[config.mk]
export PLATFORM = sky130hd
export DESIGN_NAME = matrix_compose_and_point_transform_unit_flat
export DESIGN_NICKNAME = d
export VERILOG_FILES = /design/src/sv/mcpt_pkg.sv /design/src/sv/mcpt_req_if.sv /design/src/sv/mcpt_res_if.sv /design/src/sv/mcpt_mat_store.sv /design/src/sv/mcpt_mac.sv /design/src/sv/mcpt_seq.sv /design/src/sv/matrix_compose_and_point_transform_unit.sv /design/src/flat_wrapper.sv
export VERILOG_INCLUDE_DIRS = /design/src /design/src/sv
export SDC_FILE = /design/constraint.sdc
export NUM_CORES = 2
export LEC_CHECK = 0
export ABC_AREA = 1
export ABC_CLOCK_PERIOD_IN_PS = 12490
export BUFFER_PORTS_ARGS = -buffer_cell sky130_fd_sc_hd__buf_4
export CAP_MARGIN = 10
export CORE_ASPECT_RATIO = 1.25
export CORE_MARGIN = 3
export CORE_UTILIZATION = 45
export CTS_CLUSTER_SIZE = 8
export DETAILED_ROUTE_END_ITERATION = 6
export PLACE_DENSITY_LB_ADDON = 0.08
export SYNTH_ARGS = -nofsm -noshare
export SYNTH_HDL_FRONTEND = slang
export SYNTH_SLANG_ARGS = --single-unit
[constraint.sdc]
create_clock -name clk -period 12.49 [get_ports clk]
set_input_delay 1.8735 -clock clk [delete_from_list [all_inputs] [get_ports clk]]
set_output_delay 1.8735 -clock clk [all_outputs]
set_load 0.02 [all_outputs]
[src/sv/matrix_compose_and_point_transform_unit_macros.svh]
// ----------------------------------------------------------------------------
// matrix_compose_and_point_transform_unit_macros.svh
// Assertion macros shared by the matrix unit modules. They expect signals
// named clk and rst in the module that uses them.
// ----------------------------------------------------------------------------
`ifndef MATRIX_COMPOSE_AND_POINT_TRANSFORM_UNIT_MACROS_SVH
`define MATRIX_COMPOSE_AND_POINT_TRANSFORM_UNIT_MACROS_SVH

// Same-cycle implication, checked outside reset
`define MCPT_CHK_IMP(lbl, ante, cons, msg) \
  lbl: assert property (@(posedge clk) disable iff (rst) (ante) |-> (cons)) \
    else $error(msg);

// Next-cycle implication, checked outside reset
`define MCPT_CHK_NXT(lbl, ante, cons, msg) \
  lbl: assert property (@(posedge clk) disable iff (rst) (ante) |=> (cons)) \
    else $error(msg);

`endif

[src/sv/mcpt_pkg.sv]
// ----------------------------------------------------------------------------
// mcpt_pkg
// Types and fixed widths shared by the matrix compose / point transform unit.
// ----------------------------------------------------------------------------
`timescale 1ns / 1ps

package mcpt_pkg;

  localparam int DATA_W = 32;
  localparam int IDX_W  = 4;

  // Request kinds
  typedef enum logic [1:0] {
    REQ_WR_CUR  = 2'd0,
    REQ_WR_OPD  = 2'd1,
    REQ_COMPOSE = 2'd2,
    REQ_XFORM   = 2'd3
  } req_kind_t;

  // Read addresses into both matrices
  typedef struct packed {
    logic [IDX_W-1:0] cur_addr;
    logic [IDX_W-1:0] opd_addr;
  } mat_rd_t;

  // Write command into the matrix store
  typedef struct packed {
    logic              cur_en;
    logic              opd_en;
    logic              shadow;  // write the inactive current bank
    logic              swap;    // make the inactive bank the current one
    logic [IDX_W-1:0]  idx;
    logic [DATA_W-1:0] data;
  } mat_wr_t;

  // Tag riding along with one multiply term
  typedef struct packed {
    logic             first;
    logic             last;
    logic [IDX_W-1:0] elem;
  } mac_tag_t;

  // Saturated dot-product result
  typedef struct packed {
    logic                     valid;
    logic [IDX_W-1:0]         elem;
    logic signed [DATA_W-1:0] value;
    logic                     hit;
  } mac_res_t;

endpackage

[src/sv/mcpt_req_if.sv]
// ----------------------------------------------------------------------------
// mcpt_req_if
// Request channel: element writes, compose and point transform.
// ----------------------------------------------------------------------------
`timescale 1ns / 1ps

interface mcpt_req_if;
  logic                             valid;
  logic                             ready;
  logic [1:0]                       req_type;
  logic [mcpt_pkg::IDX_W-1:0]       elem_index;
  logic signed [mcpt_pkg::DATA_W-1:0] elem_value;
  logic signed [mcpt_pkg::DATA_W-1:0] point_x;
  logic signed [mcpt_pkg::DATA_W-1:0] point_y;
  logic signed [mcpt_pkg::DATA_W-1:0] point_z;

  modport source (
    output valid, req_type, elem_index, elem_value, point_x, point_y, point_z,
    input  ready
  );

  modport sink (
    input  valid, req_type, elem_index, elem_value, point_x, point_y, point_z,
    output ready
  );
endinterface

[src/sv/mcpt_res_if.sv]
// ----------------------------------------------------------------------------
// mcpt_res_if
// Result channel: transformed point and saturation flag.
// ----------------------------------------------------------------------------
`timescale 1ns / 1ps

interface mcpt_res_if;
  logic                               valid;
  logic                               ready;
  logic signed [mcpt_pkg::DATA_W-1:0] out_x;
  logic signed [mcpt_pkg::DATA_W-1:0] out_y;
  logic signed [mcpt_pkg::DATA_W-1:0] out_z;
  logic                               clipped;

  modport source (
    output valid, out_x, out_y, out_z, clipped,
    input  ready
  );

  modport sink (
    input  valid, out_x, out_y, out_z, clipped,
    output ready
  );
endinterface

[src/sv/mcpt_mat_store.sv]
// ----------------------------------------------------------------------------
// mcpt_mat_store
// Current matrix (two banks, ping-pong on compose) and operand matrix.
// One write and one registered read per matrix per cycle. Entries never
// written since reset read as identity (current) or zero (operand).
// ----------------------------------------------------------------------------
`timescale 1ns / 1ps

module mcpt_mat_store #(
  parameter int FRAC_BITS = 16
) (
  input  logic                               clk,
  input  logic                               rst,
  input  mcpt_pkg::mat_rd_t                  rd,
  input  mcpt_pkg::mat_wr_t                  wr,
  output logic signed [mcpt_pkg::DATA_W-1:0] cur_data,
  output logic signed [mcpt_pkg::DATA_W-1:0] opd_data
);
  import mcpt_pkg::*;

  localparam int DEPTH = 16;
  localparam logic signed [DATA_W-1:0] ONE_Q = DATA_W'(1) <<< FRAC_BITS;

  logic signed [DATA_W-1:0] cur_mem [2*DEPTH];
  logic signed [DATA_W-1:0] opd_mem [DEPTH];
  logic                     bank;
  logic [DEPTH-1:0]         cur_vld;
  logic [DEPTH-1:0]         opd_vld;
  logic signed [DATA_W-1:0] cur_q;
  logic signed [DATA_W-1:0] opd_q;
  logic                     cur_vq;
  logic                     opd_vq;
  logic                     cur_diag;

  // Track bank select and written entries
  always_ff @(posedge clk) begin
    if (rst) begin
      bank    <= 1'b0;
      cur_vld <= '0;
      opd_vld <= '0;
    end else begin
      if (wr.cur_en && !wr.shadow) begin
        cur_vld[wr.idx] <= 1'b1;
      end
      if (wr.opd_en) begin
        opd_vld[wr.idx] <= 1'b1;
      end
      if (wr.swap) begin
        bank    <= ~bank;
        cur_vld <= '1;
      end
    end
  end

  // Write and read both arrays
  always_ff @(posedge clk) begin
    if (wr.cur_en) begin
      cur_mem[{wr.shadow ^ bank, wr.idx}] <= wr.data;
    end
    if (wr.opd_en) begin
      opd_mem[wr.idx] <= wr.data;
    end
    cur_q    <= cur_mem[{bank, rd.cur_addr}];
    opd_q    <= opd_mem[rd.opd_addr];
    cur_vq   <= cur_vld[rd.cur_addr];
    opd_vq   <= opd_vld[rd.opd_addr];
    cur_diag <= (rd.cur_addr[1:0] == rd.cur_addr[3:2]);
  end

  // Substitute reset contents for unwritten entries
  always_comb begin
    if (cur_vq) begin
      cur_data = cur_q;
    end else if (cur_diag) begin
      cur_data = ONE_Q;
    end else begin
      cur_data = '0;
    end
    opd_data = opd_vq ? opd_q : '0;
  end

endmodule

[src/sv/mcpt_mac.sv]
// ----------------------------------------------------------------------------
// mcpt_mac
// Shared multiply / round / accumulate / saturate pipeline. One term enters
// per cycle; a group of terms tagged first..last gives one saturated sum once
// its last term passes the product, round, accumulate and output registers.
// ----------------------------------------------------------------------------
`timescale 1ns / 1ps

`include "matrix_compose_and_point_transform_unit_macros.svh"

module mcpt_mac #(
  parameter int FRAC_BITS = 16
) (
  input  logic                               clk,
  input  logic                               rst,
  input  logic                               in_vld,
  input  mcpt_pkg::mac_tag_t                 in_tag,
  input  logic signed [mcpt_pkg::DATA_W-1:0] a,
  input  logic signed [mcpt_pkg::DATA_W-1:0] b,
  output mcpt_pkg::mac_res_t                 res
);
  import mcpt_pkg::*;

  localparam int ACC_W = 2 * DATA_W;
  localparam logic signed [ACC_W-1:0] HALF    = ACC_W'(1) <<< (FRAC_BITS - 1);
  localparam logic signed [ACC_W-1:0] SAT_MAX = ACC_W'(32'sh7fff_ffff);
  localparam logic signed [ACC_W-1:0] SAT_MIN = -(ACC_W'(1) <<< (DATA_W - 1));

  logic                     p_vld;
  mac_tag_t                 p_tag;
  logic signed [ACC_W-1:0]  prod;
  logic                     r_vld;
  mac_tag_t                 r_tag;
  logic signed [ACC_W-1:0]  rnd;
  logic                     c_vld;
  logic [IDX_W-1:0]         c_elem;
  logic signed [ACC_W-1:0]  acc;
  logic                     o_vld;
  logic [IDX_W-1:0]         o_elem;
  logic signed [DATA_W-1:0] o_value;
  logic                     o_hit;

  // Advance the valid flags
  always_ff @(posedge clk) begin
    if (rst) begin
      p_vld <= 1'b0;
      r_vld <= 1'b0;
      c_vld <= 1'b0;
      o_vld <= 1'b0;
    end else begin
      p_vld <= in_vld;
      r_vld <= p_vld;
      c_vld <= r_vld && r_tag.last;
      o_vld <= c_vld;
    end
  end

  // Multiply, round, accumulate, saturate
  always_ff @(posedge clk) begin
    prod  <= ACC_W'(a) * ACC_W'(b);
    p_tag <= in_tag;
    rnd   <= (prod + HALF) >>> FRAC_BITS;
    r_tag <= p_tag;
    if (r_vld) begin
      acc    <= r_tag.first ? rnd : acc + rnd;
      c_elem <= r_tag.elem;
    end
    o_elem <= c_elem;
    if (acc > SAT_MAX) begin
      o_value <= SAT_MAX[DATA_W-1:0];
      o_hit   <= 1'b1;
    end else if (acc < SAT_MIN) begin
      o_value <= SAT_MIN[DATA_W-1:0];
      o_hit   <= 1'b1;
    end else begin
      o_value <= acc[DATA_W-1:0];
      o_hit   <= 1'b0;
    end
  end

  assign res.valid = o_vld;
  assign res.elem  = o_elem;
  assign res.value = o_value;
  assign res.hit   = o_hit;

  `MCPT_CHK_IMP(a_res_after_last, o_vld, $past(in_vld && in_tag.last, 4), "mac result without a closing term")
  `MCPT_CHK_IMP(a_terms_contiguous, in_vld && !in_tag.first, $past(in_vld), "gap inside a dot product")
  `MCPT_CHK_IMP(a_hit_at_limit, o_vld && o_hit, o_value == SAT_MAX[DATA_W-1:0] || o_value == SAT_MIN[DATA_W-1:0], "saturation flag without clamped value")

endmodule

[src/sv/mcpt_seq.sv]
// ----------------------------------------------------------------------------
// mcpt_seq
// Request sequencer: takes element writes at once, walks the compose and
// transform terms through the shared multiply pipeline, writes compose
// results back and holds the transform result for the output channel.
// ----------------------------------------------------------------------------
`timescale 1ns / 1ps

`include "matrix_compose_and_point_transform_unit_macros.svh"

module mcpt_seq #(
  parameter int FRAC_BITS = 16
) (
  input  logic                               clk,
  input  logic                               rst,
  mcpt_req_if.sink                           req,
  mcpt_res_if.source                         res,
  output mcpt_pkg::mat_rd_t                  rd,
  output mcpt_pkg::mat_wr_t                  wr,
  input  logic signed [mcpt_pkg::DATA_W-1:0] cur_data,
  input  logic signed [mcpt_pkg::DATA_W-1:0] opd_data,
  output logic                               mac_vld,
  output mcpt_pkg::mac_tag_t                 mac_tag,
  output logic signed [mcpt_pkg::DATA_W-1:0] mac_a,
  output logic signed [mcpt_pkg::DATA_W-1:0] mac_b,
  input  mcpt_pkg::mac_res_t                 mac_res
);
  import mcpt_pkg::*;

  localparam logic [1:0]       TERM_X = 2'd0;
  localparam logic [1:0]       TERM_Y = 2'd1;
  localparam logic [1:0]       TERM_Z = 2'd2;
  localparam logic [1:0]       TERM_LAST = 2'd3;
  localparam logic [IDX_W-1:0] XFORM_LAST_ELEM   = IDX_W'(2);
  localparam logic [IDX_W-1:0] COMPOSE_LAST_ELEM = IDX_W'(15);
  localparam logic signed [DATA_W-1:0] ONE_Q = DATA_W'(1) <<< FRAC_BITS;

  typedef enum logic [1:0] {
    ST_IDLE,
    ST_RUN,
    ST_DRAIN,
    ST_PUB
  } state_t;

  state_t                   state;
  req_kind_t                kind;
  logic                     accept;
  logic                     xform;
  logic [1:0]               term;
  logic [IDX_W-1:0]         elem;
  logic [IDX_W-1:0]         last_elem;
  logic                     res_done;
  logic signed [DATA_W-1:0] px;
  logic signed [DATA_W-1:0] py;
  logic signed [DATA_W-1:0] pz;
  logic                     s1_vld;
  mac_tag_t                 s1_tag;
  logic [1:0]               s1_term;
  logic signed [DATA_W-1:0] wx;
  logic signed [DATA_W-1:0] wy;
  logic signed [DATA_W-1:0] wz;
  logic                     whit;
  logic                     res_vld;
  logic signed [DATA_W-1:0] ox;
  logic signed [DATA_W-1:0] oy;
  logic signed [DATA_W-1:0] oz;
  logic                     oclip;

  assign kind      = req_kind_t'(req.req_type);
  assign req.ready = (state == ST_IDLE) && !rst;
  assign accept    = req.valid && req.ready;
  assign last_elem = xform ? XFORM_LAST_ELEM : COMPOSE_LAST_ELEM;
  assign res_done  = mac_res.valid && (mac_res.elem == last_elem);

  // Term k of element e: current[k*4+row], operand[col*4+k]
  assign rd.cur_addr = {term, elem[1:0]};
  assign rd.opd_addr = {elem[3:2], term};

  // Route element writes and compose write-back to the store
  always_comb begin
    wr = '0;
    if (accept && kind == REQ_WR_CUR) begin
      wr.cur_en = 1'b1;
      wr.idx    = req.elem_index;
      wr.data   = req.elem_value;
    end else if (accept && kind == REQ_WR_OPD) begin
      wr.opd_en = 1'b1;
      wr.idx    = req.elem_index;
      wr.data   = req.elem_value;
    end else if (!xform && mac_res.valid) begin
      wr.cur_en = 1'b1;
      wr.shadow = 1'b1;
      wr.swap   = res_done;
      wr.idx    = mac_res.elem;
      wr.data   = mac_res.value;
    end
  end

  // Pick the second factor: operand element or point coordinate
  always_comb begin
    if (!xform) begin
      mac_b = opd_data;
    end else begin
      case (s1_term)
        TERM_X:  mac_b = px;
        TERM_Y:  mac_b = py;
        TERM_Z:  mac_b = pz;
        default: mac_b = ONE_Q;
      endcase
    end
  end

  assign mac_a   = cur_data;
  assign mac_vld = s1_vld;
  assign mac_tag = s1_tag;

  // Sequencer and output register
  always_ff @(posedge clk) begin
    if (rst) begin
      state   <= ST_IDLE;
      xform   <= 1'b0;
      term    <= '0;
      elem    <= '0;
      s1_vld  <= 1'b0;
      res_vld <= 1'b0;
    end else begin
      s1_vld <= (state == ST_RUN);
      // Load a finished transform, else drop a result once taken
      if (state == ST_PUB && (!res_vld || res.ready)) begin
        res_vld <= 1'b1;
      end else if (res_vld && res.ready) begin
        res_vld <= 1'b0;
      end
      case (state)
        ST_IDLE: begin
          if (accept && (kind == REQ_COMPOSE || kind == REQ_XFORM)) begin
            xform <= (kind == REQ_XFORM);
            term  <= '0;
            elem  <= '0;
            state <= ST_RUN;
          end
        end
        ST_RUN: begin
          term <= term + 2'd1;
          if (term == TERM_LAST) begin
            elem <= elem + IDX_W'(1);
            if (elem == last_elem) begin
              state <= ST_DRAIN;
            end
          end
        end
        ST_DRAIN: begin
          if (res_done) begin
            state <= xform ? ST_PUB : ST_IDLE;
          end
        end
        ST_PUB: begin
          if (!res_vld || res.ready) begin
            ox      <= wx;
            oy      <= wy;
            oz      <= wz;
            oclip   <= whit;
            state   <= ST_IDLE;
          end
        end
        default: state <= ST_IDLE;
      endcase
    end
  end

  // Latch the point, tag issued terms, collect transform components
  always_ff @(posedge clk) begin
    if (accept) begin
      px   <= req.point_x;
      py   <= req.point_y;
      pz   <= req.point_z;
      whit <= 1'b0;
    end else if (xform && mac_res.valid) begin
      whit <= whit | mac_res.hit;
    end
    s1_tag.first <= (term == TERM_X);
    s1_tag.last  <= (term == TERM_LAST);
    s1_tag.elem  <= elem;
    s1_term      <= term;
    if (xform && mac_res.valid) begin
      case (mac_res.elem[1:0])
        2'd0:    wx <= mac_res.value;
        2'd1:    wy <= mac_res.value;
        default: wz <= mac_res.value;
      endcase
    end
  end

  assign res.valid   = res_vld;
  assign res.out_x   = ox;
  assign res.out_y   = oy;
  assign res.out_z   = oz;
  assign res.clipped = oclip;

  `MCPT_CHK_IMP(a_res_only_busy, mac_res.valid, state == ST_RUN || state == ST_DRAIN, "pipeline result while not working")
  `MCPT_CHK_NXT(a_pub_loads, state == ST_PUB && (!res_vld || res.ready), res_vld && state == ST_IDLE, "transform result not published")
  `MCPT_CHK_IMP(a_shadow_compose, wr.shadow, !xform && !req.ready, "bank write outside compose")

endmodule

[src/sv/matrix_compose_and_point_transform_unit.sv]
// ----------------------------------------------------------------------------
// matrix_compose_and_point_transform_unit
// 4x4 column-major fixed-point matrix unit: element writes, compose
// (current = current * operand) and affine point transform with saturation.
// ----------------------------------------------------------------------------
//  Channel | Side | Carries
//  --------+------+--------------------------------------------------------
//  req     | in   | req_type, elem_index, elem_value, point_x/y/z
//  res     | out  | out_x, out_y, out_z, clipped (transform only)
//
//  Element writes may follow back to back.
//  Transform: 12 terms through the single shared multiplier, one per cycle,
//  then the pipeline drains; ready returns once the result is published.
//  Compose: 64 terms through the same multiplier, written back before ready.
//  Reset is synchronous; the matrices read as identity and zero at once.
//  A finished transform loads the output register at once if it is empty;
//  otherwise it waits for res.ready and ready stays low meanwhile.
// ----------------------------------------------------------------------------
`timescale 1ns / 1ps

module matrix_compose_and_point_transform_unit #(
  parameter int FRAC_BITS = 16
) (
  input  logic       clk,
  input  logic       rst,
  mcpt_req_if.sink   req,
  mcpt_res_if.source res
);
  import mcpt_pkg::*;

  mat_rd_t                  rd;
  mat_wr_t                  wr;
  logic signed [DATA_W-1:0] cur_data;
  logic signed [DATA_W-1:0] opd_data;
  logic                     mac_vld;
  mac_tag_t                 mac_tag;
  logic signed [DATA_W-1:0] mac_a;
  logic signed [DATA_W-1:0] mac_b;
  mac_res_t                 mac_res;

  mcpt_mat_store #(
    .FRAC_BITS (FRAC_BITS)
  ) u_store (
    .clk      (clk),
    .rst      (rst),
    .rd       (rd),
    .wr       (wr),
    .cur_data (cur_data),
    .opd_data (opd_data)
  );

  mcpt_mac #(
    .FRAC_BITS (FRAC_BITS)
  ) u_mac (
    .clk    (clk),
    .rst    (rst),
    .in_vld (mac_vld),
    .in_tag (mac_tag),
    .a      (mac_a),
    .b      (mac_b),
    .res    (mac_res)
  );

  mcpt_seq #(
    .FRAC_BITS (FRAC_BITS)
  ) u_seq (
    .clk      (clk),
    .rst      (rst),
    .req      (req),
    .res      (res),
    .rd       (rd),
    .wr       (wr),
    .cur_data (cur_data),
    .opd_data (opd_data),
    .mac_vld  (mac_vld),
    .mac_tag  (mac_tag),
    .mac_a    (mac_a),
    .mac_b    (mac_b),
    .mac_res  (mac_res)
  );

endmodule
[src/flat_wrapper.sv]
// flat-port wrapper written by rule: the top's interface ports become plain ports
module matrix_compose_and_point_transform_unit_flat import mcpt_pkg::*;
#(
  parameter int FRAC_BITS = 16
)
  (clk, rst, req_valid, req_req_type, req_elem_index, req_elem_value, req_point_x, req_point_y, req_point_z, req_ready, res_valid, res_out_x, res_out_y, res_out_z, res_clipped, res_ready);
  mcpt_req_if req_i ();
  mcpt_res_if res_i ();
  input  logic clk;
  input  logic rst;
  input wire logic [$bits(req_i.valid)-1:0] req_valid;
  input wire logic [$bits(req_i.req_type)-1:0] req_req_type;
  input wire logic [$bits(req_i.elem_index)-1:0] req_elem_index;
  input wire logic [$bits(req_i.elem_value)-1:0] req_elem_value;
  input wire logic [$bits(req_i.point_x)-1:0] req_point_x;
  input wire logic [$bits(req_i.point_y)-1:0] req_point_y;
  input wire logic [$bits(req_i.point_z)-1:0] req_point_z;
  output wire logic [$bits(req_i.ready)-1:0] req_ready;
  output wire logic [$bits(res_i.valid)-1:0] res_valid;
  output wire logic [$bits(res_i.out_x)-1:0] res_out_x;
  output wire logic [$bits(res_i.out_y)-1:0] res_out_y;
  output wire logic [$bits(res_i.out_z)-1:0] res_out_z;
  output wire logic [$bits(res_i.clipped)-1:0] res_clipped;
  input wire logic [$bits(res_i.ready)-1:0] res_ready;
  assign req_i.valid = req_valid;
  assign req_i.req_type = req_req_type;
  assign req_i.elem_index = req_elem_index;
  assign req_i.elem_value = req_elem_value;
  assign req_i.point_x = req_point_x;
  assign req_i.point_y = req_point_y;
  assign req_i.point_z = req_point_z;
  assign req_ready = req_i.ready;
  assign res_valid = res_i.valid;
  assign res_out_x = res_i.out_x;
  assign res_out_y = res_i.out_y;
  assign res_out_z = res_i.out_z;
  assign res_clipped = res_i.clipped;
  assign res_i.ready = res_ready;
  matrix_compose_and_point_transform_unit #(.FRAC_BITS(FRAC_BITS)) u_core (.clk(clk), .rst(rst), .req(req_i), .res(res_i));
endmodule
# [Word-level counts from Yosys, hierarchy flattened]
# Memory sizes are Yosys's and may differ from the RTL's. A register that Yosys moved wholly into a read port is not among the register bits.
# Index checks and enable logic that the tools add are counted.
# Widths: inputs -> output; s select.
[classes] addsub=4 mul=1 n_lt_le_gt_ge=6 eq_ne=18 muxes=44 bitwise_logic=7 n_reduce_logical=36
[ops] operator="$mux 32" count=4
[ops] operator="$pmux 32 s3" count=1
[ops] operator="$mux 36" count=2
[ops] operator="$add 64x17->64 const B" count=1
[ops] operator="$add 64x48->64" count=1
[ops] operator="$gt 64x32->1 const B" count=1
[ops] operator="$lt 64x32->1 const B" count=1
[ops] operator="$mul 32x32->64" count=1
[ops] operator="$mux 64" count=1
[ops] operator="$mux 38" count=1
[ops] operator="$mux 16" count=2
[ops] operator="$or 16x16->16" count=2
[ops] operator="$mux 17" count=1
[ops] operator="$mux 2" count=8
[ops] operator="$lt 4x5->1 const B" count=3
[ops] operator="$mux 1" count=14
[ops] operator="$logic_and 1x1->1" count=13
[ops] operator="$eq 2x2->1 const B" count=6
[ops] operator="$mux 4" count=3
[ops] operator="$logic_not 2->1" count=5
[ops] operator="$reduce_and 2->1" count=5
[ops] operator="$bmux 1 s4" count=2
[ops] operator="$eq 2x1->1 const B" count=4
[ops] operator="$eq 4x4->1" count=2
[ops] operator="20 further kinds" count=32
[word_totals] register_bits=578 ram_bits=1536 inputBits=138 word_cells=162 n_memories=2
[memory_table] memory="u_core.u_store.cur_mem" depth=32 width=32 read_ports=1 rd_ports_with_merged_regs=1 wr=1 line_no="mcpt_mat_store.sv:24" text="logic signed [DATA_W-1:0] cur_mem [2*DEPTH];"
[memory_table] memory="u_core.u_store.opd_mem" depth=16 width=32 read_ports=1 rd_ports_with_merged_regs=1 wr=1 line_no="mcpt_mat_store.sv:25" text="logic signed [DATA_W-1:0] opd_mem [DEPTH];"

# [Logic depth before layout (Yosys ltp)]
[depth] depth_word=13 ltp_mapped=41

# [Modules after synthesis]
# From an unflattened synthesis, not the netlist that was laid out.
[unflattened] cells_unflattened=13164 hier_area_um2=128096.6
[by_module_without_submodules] mod="mcpt_mat_store" instances=1 cells_each=5565 area_per_inst_um2=65686.7 seq_area_each_um2=48126.2
[by_module_without_submodules] mod="mcpt_mac" instances=1 cells_each=6789 area_per_inst_um2=51085.2 seq_area_each_um2=5044.8
[by_module_without_submodules] mod="mcpt_seq" instances=1 cells_each=810 area_per_inst_um2=11324.6 seq_area_each_um2=9078.7

# [Worst setup path before layout]
# Ideal clock, no wire load.
[synth_path] path_kind="input-to-reg" startpoint="input port rst" endpoint="register u_core.u_seq.oclip, in the netlist u_core.u_seq.res.clipped (enable)" setup_time_ps=672 arrival_ps=8677 t_required_ps=11818 setup_slack_ps=3142 path_stages=2 path_buffers=1 cell_sequence="clkbuf_1 nor3_1"
[synth_via] elab_chain_cells=2
[synth_rtl] element="start, declared" line_no="flat_wrapper.sv:10" text="input logic rst;"
[synth_rtl] element="$not 1->1 (no source line)"
[synth_rtl] element="$reduce_and 3->1 (no source line)"
[synth_rtl] element="end signal, assigned" line_no="mcpt_seq.sv:162" text="oclip <= whit;"
[synth_rtl] element="end, declared" line_no="mcpt_seq.sv:67" text="logic oclip;"
# Every way passes these cells.
# A chain may end at the register's enable or synchronous reset.

# [Final worst setup path]
[layout_path] startpoint="register u_core.u_seq.s1_term[0]" endpoint="register u_core.u_mac.prod[51]"
[layout_via] elab_chain_cells=4 elab_cells_between_ends=6 classes_between="mul (1); eq/ne (2); mux (2); reduce/logical (1)"
[layout_rtl] element="start, declared" line_no="mcpt_seq.sv:58" text="logic [1:0] s1_term;"
[layout_rtl] element="start signal, assigned" line_no="mcpt_seq.sv:184" text="s1_term <= term;"
[layout_rtl] element="$eq 2x2->1, or another cell as far along" line_no="mcpt_seq.sv:104" text="case (s1_term)"
[layout_rtl] element="$pmux 32 s3 *" line_no="mcpt_seq.sv:104"
[layout_rtl] element="$mux 32 *" line_no="mcpt_seq.sv:101" text="if (!xform) begin"
[layout_rtl] element="$mul 32x32->64 *" line_no="mcpt_mac.sv:60" text="prod <= ACC_W'(a) * ACC_W'(b);"
[layout_rtl] element="end signal, assigned" line_no="mcpt_mac.sv:60"
[layout_rtl] element="end, declared" line_no="mcpt_mac.sv:31" text="logic signed [ACC_W-1:0] prod;"
# Mark *: on every way between the ends. The rest lies on a longest branch, timed or not.

==> run metrics <==
Post-Place Worst Slack 2850 ps; HP Start u_core.u_mac.p_tag[3]; Clk Latency, worst-skew pair 880 ps; Worst-path clk slew 50 ps; Synth Area in XOR/XNOR 0.812%; Pwr Total 27.1 mW; antenna violations before repair 23; crit-path max cell delay 780 ps; Slew @ Worst Pin 1210 ps; PwrDens 199 nW/um^2; slowest stage cell, crit path clkinv_1; Ys Warns 0; first-pass GRT wire length 608 mm; Critical Path RT 13190 ps; top cells by area, synth edfxtp_1 (47%), fa_1 (18%), nor2_1 (5.4%); die area 274000 sq um; share of layout cells above drive strength 1 8.67%; post-synthesis simple-gate area fraction 11.9%; reg2reg setup slack 2810 ps; Core Rows 211; Final Wtd Congestion 0.955; Setup TNS 0 ps; Post-synth top cells edfxtp_1 (1893), nor2_1 (1731), nand2_1 (1419); routed via count 85700; Post-Synth Adder-Cell Area 20.5%; post-synthesis sequential area ratio 51.6%; All-Layer GR Usage 30.5%; Setup violations, final 0; hold crit path type reg2reg; post-route ant nets 0; fin worst setup slack 2810 ps; hold slack final 323 ps; Most used DFF post-synth edfxtp_1; most frequent cell after synthesis edfxtp_1; hold buffers post-CTS 0; Lkg Pwr 53.1 nW; Tmin final 9680 ps; Detailed Routing Iterations Pass 1 6; final hold vios 0; Max Fclk 103 MHz; Synth Cell Area 121000 sq um; Max clock buf depth 4; Cell variety after synth 65; die height 585 microns; Syn Nets 12400; Die X 469 microns; core area 266000 sq um; number of global-route vias before repair 88100; number of max-cap violations 0; Via-to-Cell Ratio 5.73; EDFF count, synth 1893; Worst EP arrival 10380 ps; worst vdd ir 0.128 mV; routed length per instance 28.1 microns; Synth area leader edfxtp_1; cts bufs inserted 314; CTS H-tree lvls 5; CTS resizes 0; clk sinks 2163; Synth Area in Compound Gates 9.03%; fin crit share 77.5%; Hold EP u_core.u_mac.r_tag[3]; CP Class reg2reg; crit path max fanout 21; r2r startpoint u_core.u_seq.s1_term[0]; outcome finished clean; Initial Util 45.4%; R2R depth 34; post-synthesis area per instance 11.0 sq um; multiplexer area fraction after synthesis 0%; final WL 421 mm; 1st-iter DRT viols 7613; crit start category flip-flop; final setup skew 92.2 ps; synthesized instance count 11000; count of final max-slew check failures 0; area fraction of the dominant cell type after synthesis 47.1%; clk root buf clkbuf_16; TritonCTS clock tree done; Area growth syn-to-layout 13.0%; RR Endpoint u_core.u_mac.prod[51]; CP endpoint kind flip-flop; Hold Crit Depth 0; final-stage net count 12700; grt ovf 0; hpwl dp 283 mm; RSZ-0062 raised after global routing no; largest net degree at the start of global routing 139; Slew HR 18.8%; largest family of logic cells by synthesized area adder cells; post-CTS setup buffer count 0; DRC viols 0; Async SR Flop Fraction 0%; Port Buffers 236; flops & latches, synth 2163; number of I/O pins 237
## routing by layer
layer | GRT usage, % | wire, microns | up-vias
li1 | - | - | 37200
met1 | 37.9 | 159000 | 44000
met2 | 52.4 | 212000 | 3575
met3 | 4.14 | 26900 | 960
met4 | 14.7 | 22700 | 0
met5 | 0 | 0 | -
## worst max path at each step
stage / from / slack, ps / to
6_report: u_core.u_seq.s1_term[0] / 2810 / u_core.u_mac.prod[51]
3_5_place_dp: u_core.u_seq.s1_term[0] / 2850 / u_core.u_mac.prod[56]
2_1_floorplan: rst / 3140 / u_core.u_seq.res.clipped
3_3_place_gp: u_core.u_seq.s1_term[0] / 2850 / u_core.u_mac.prod[56]
5_1_grt: u_core.u_seq.s1_term[0] / 2250 / u_core.u_mac.prod[53]
4_1_cts: u_core.u_seq.s1_term[0] / 2780 / u_core.u_mac.prod[56]
## flip-flops by register name (all words and copies together), names as in the netlist, 48 cells and up
register                cells
u_core.u_store.cur_mem   1024
u_core.u_store.opd_mem    512
u_core.u_mac.acc           64
u_core.u_mac.prod          49
u_core.u_mac.rnd           48
## final cells by class
| cell class | instances | area [sq um] |
|---|---|---|
| antenna | 14 | 35.0 |
| clock buffer | 503 | 8810 |
| clock inverter | 15 | 260 |
| fill | 23700 | 129000 |
| inverter | 1425 | 5390 |
| multi-input combinational | 6855 | 51600 |
| sequential | 2163 | 62300 |
| tap | 3514 | 4400 |
| timing repair buffer | 468 | 3550 |
## report_power, final
group	leakage (nW)	switching (mW)	total (mW)	internal, mW
combinational	29.1	7.21	10.5	3.28
clock	4.34	3.08	7.91	4.82
sequential	19.7	0.375	8.68	8.30
total	53.1	10.7	27.1	16.4
## critical path: cells and delay by family, from the launching register on
kind	cells	cell delay [ps]
fa+ha+maj	9	4300
buf+inv	11	2130
simple gates	14	2440
flops	1	620
## metrics by stage
step                area, sq um  std cells  util (%)
CTS                      136000      14900      51.3
floorplan                121000      11000         -
global placement         127000      14400      47.9
global route             136000      15000      51.3
detailed placement       127000      14400      47.9
finish                   136000      15000      51.3
## layout by cell type (no fill, tap or decap), drive strengths merged, types with 11 or more instances in the layout
cell type	netlist	layout
clkbuf	422	503
a32oi	25	25
ha	247	247
fa	1082	1082
buf	104	468
diode	0	14
nand2	1429	1429
xnor2	38	38
o21a	15	15
o21ai	1017	1017
o211ai	32	32
o221ai	298	298
o31ai	11	11
edfxtp	1893	1893
a21oi	226	226
clkinv	27	30
a21o	14	14
nand3	247	247
dfxtp	270	270
nor2	1745	1745
inv	1398	1408
o22ai	93	93
or2	18	18
nor3	40	40
xor2	73	73
o21bai	13	13
nand4	61	61
a31oi	57	57
nor4	32	32
## logic make-up after synthesis
family / after synthesis
compound gates: 1828
xor+xnor: 111
fa+ha+maj: 1329
buf+inv: 1951
flops: 2163
simple gates: 3587
Power figures use the tool's default switching activity.
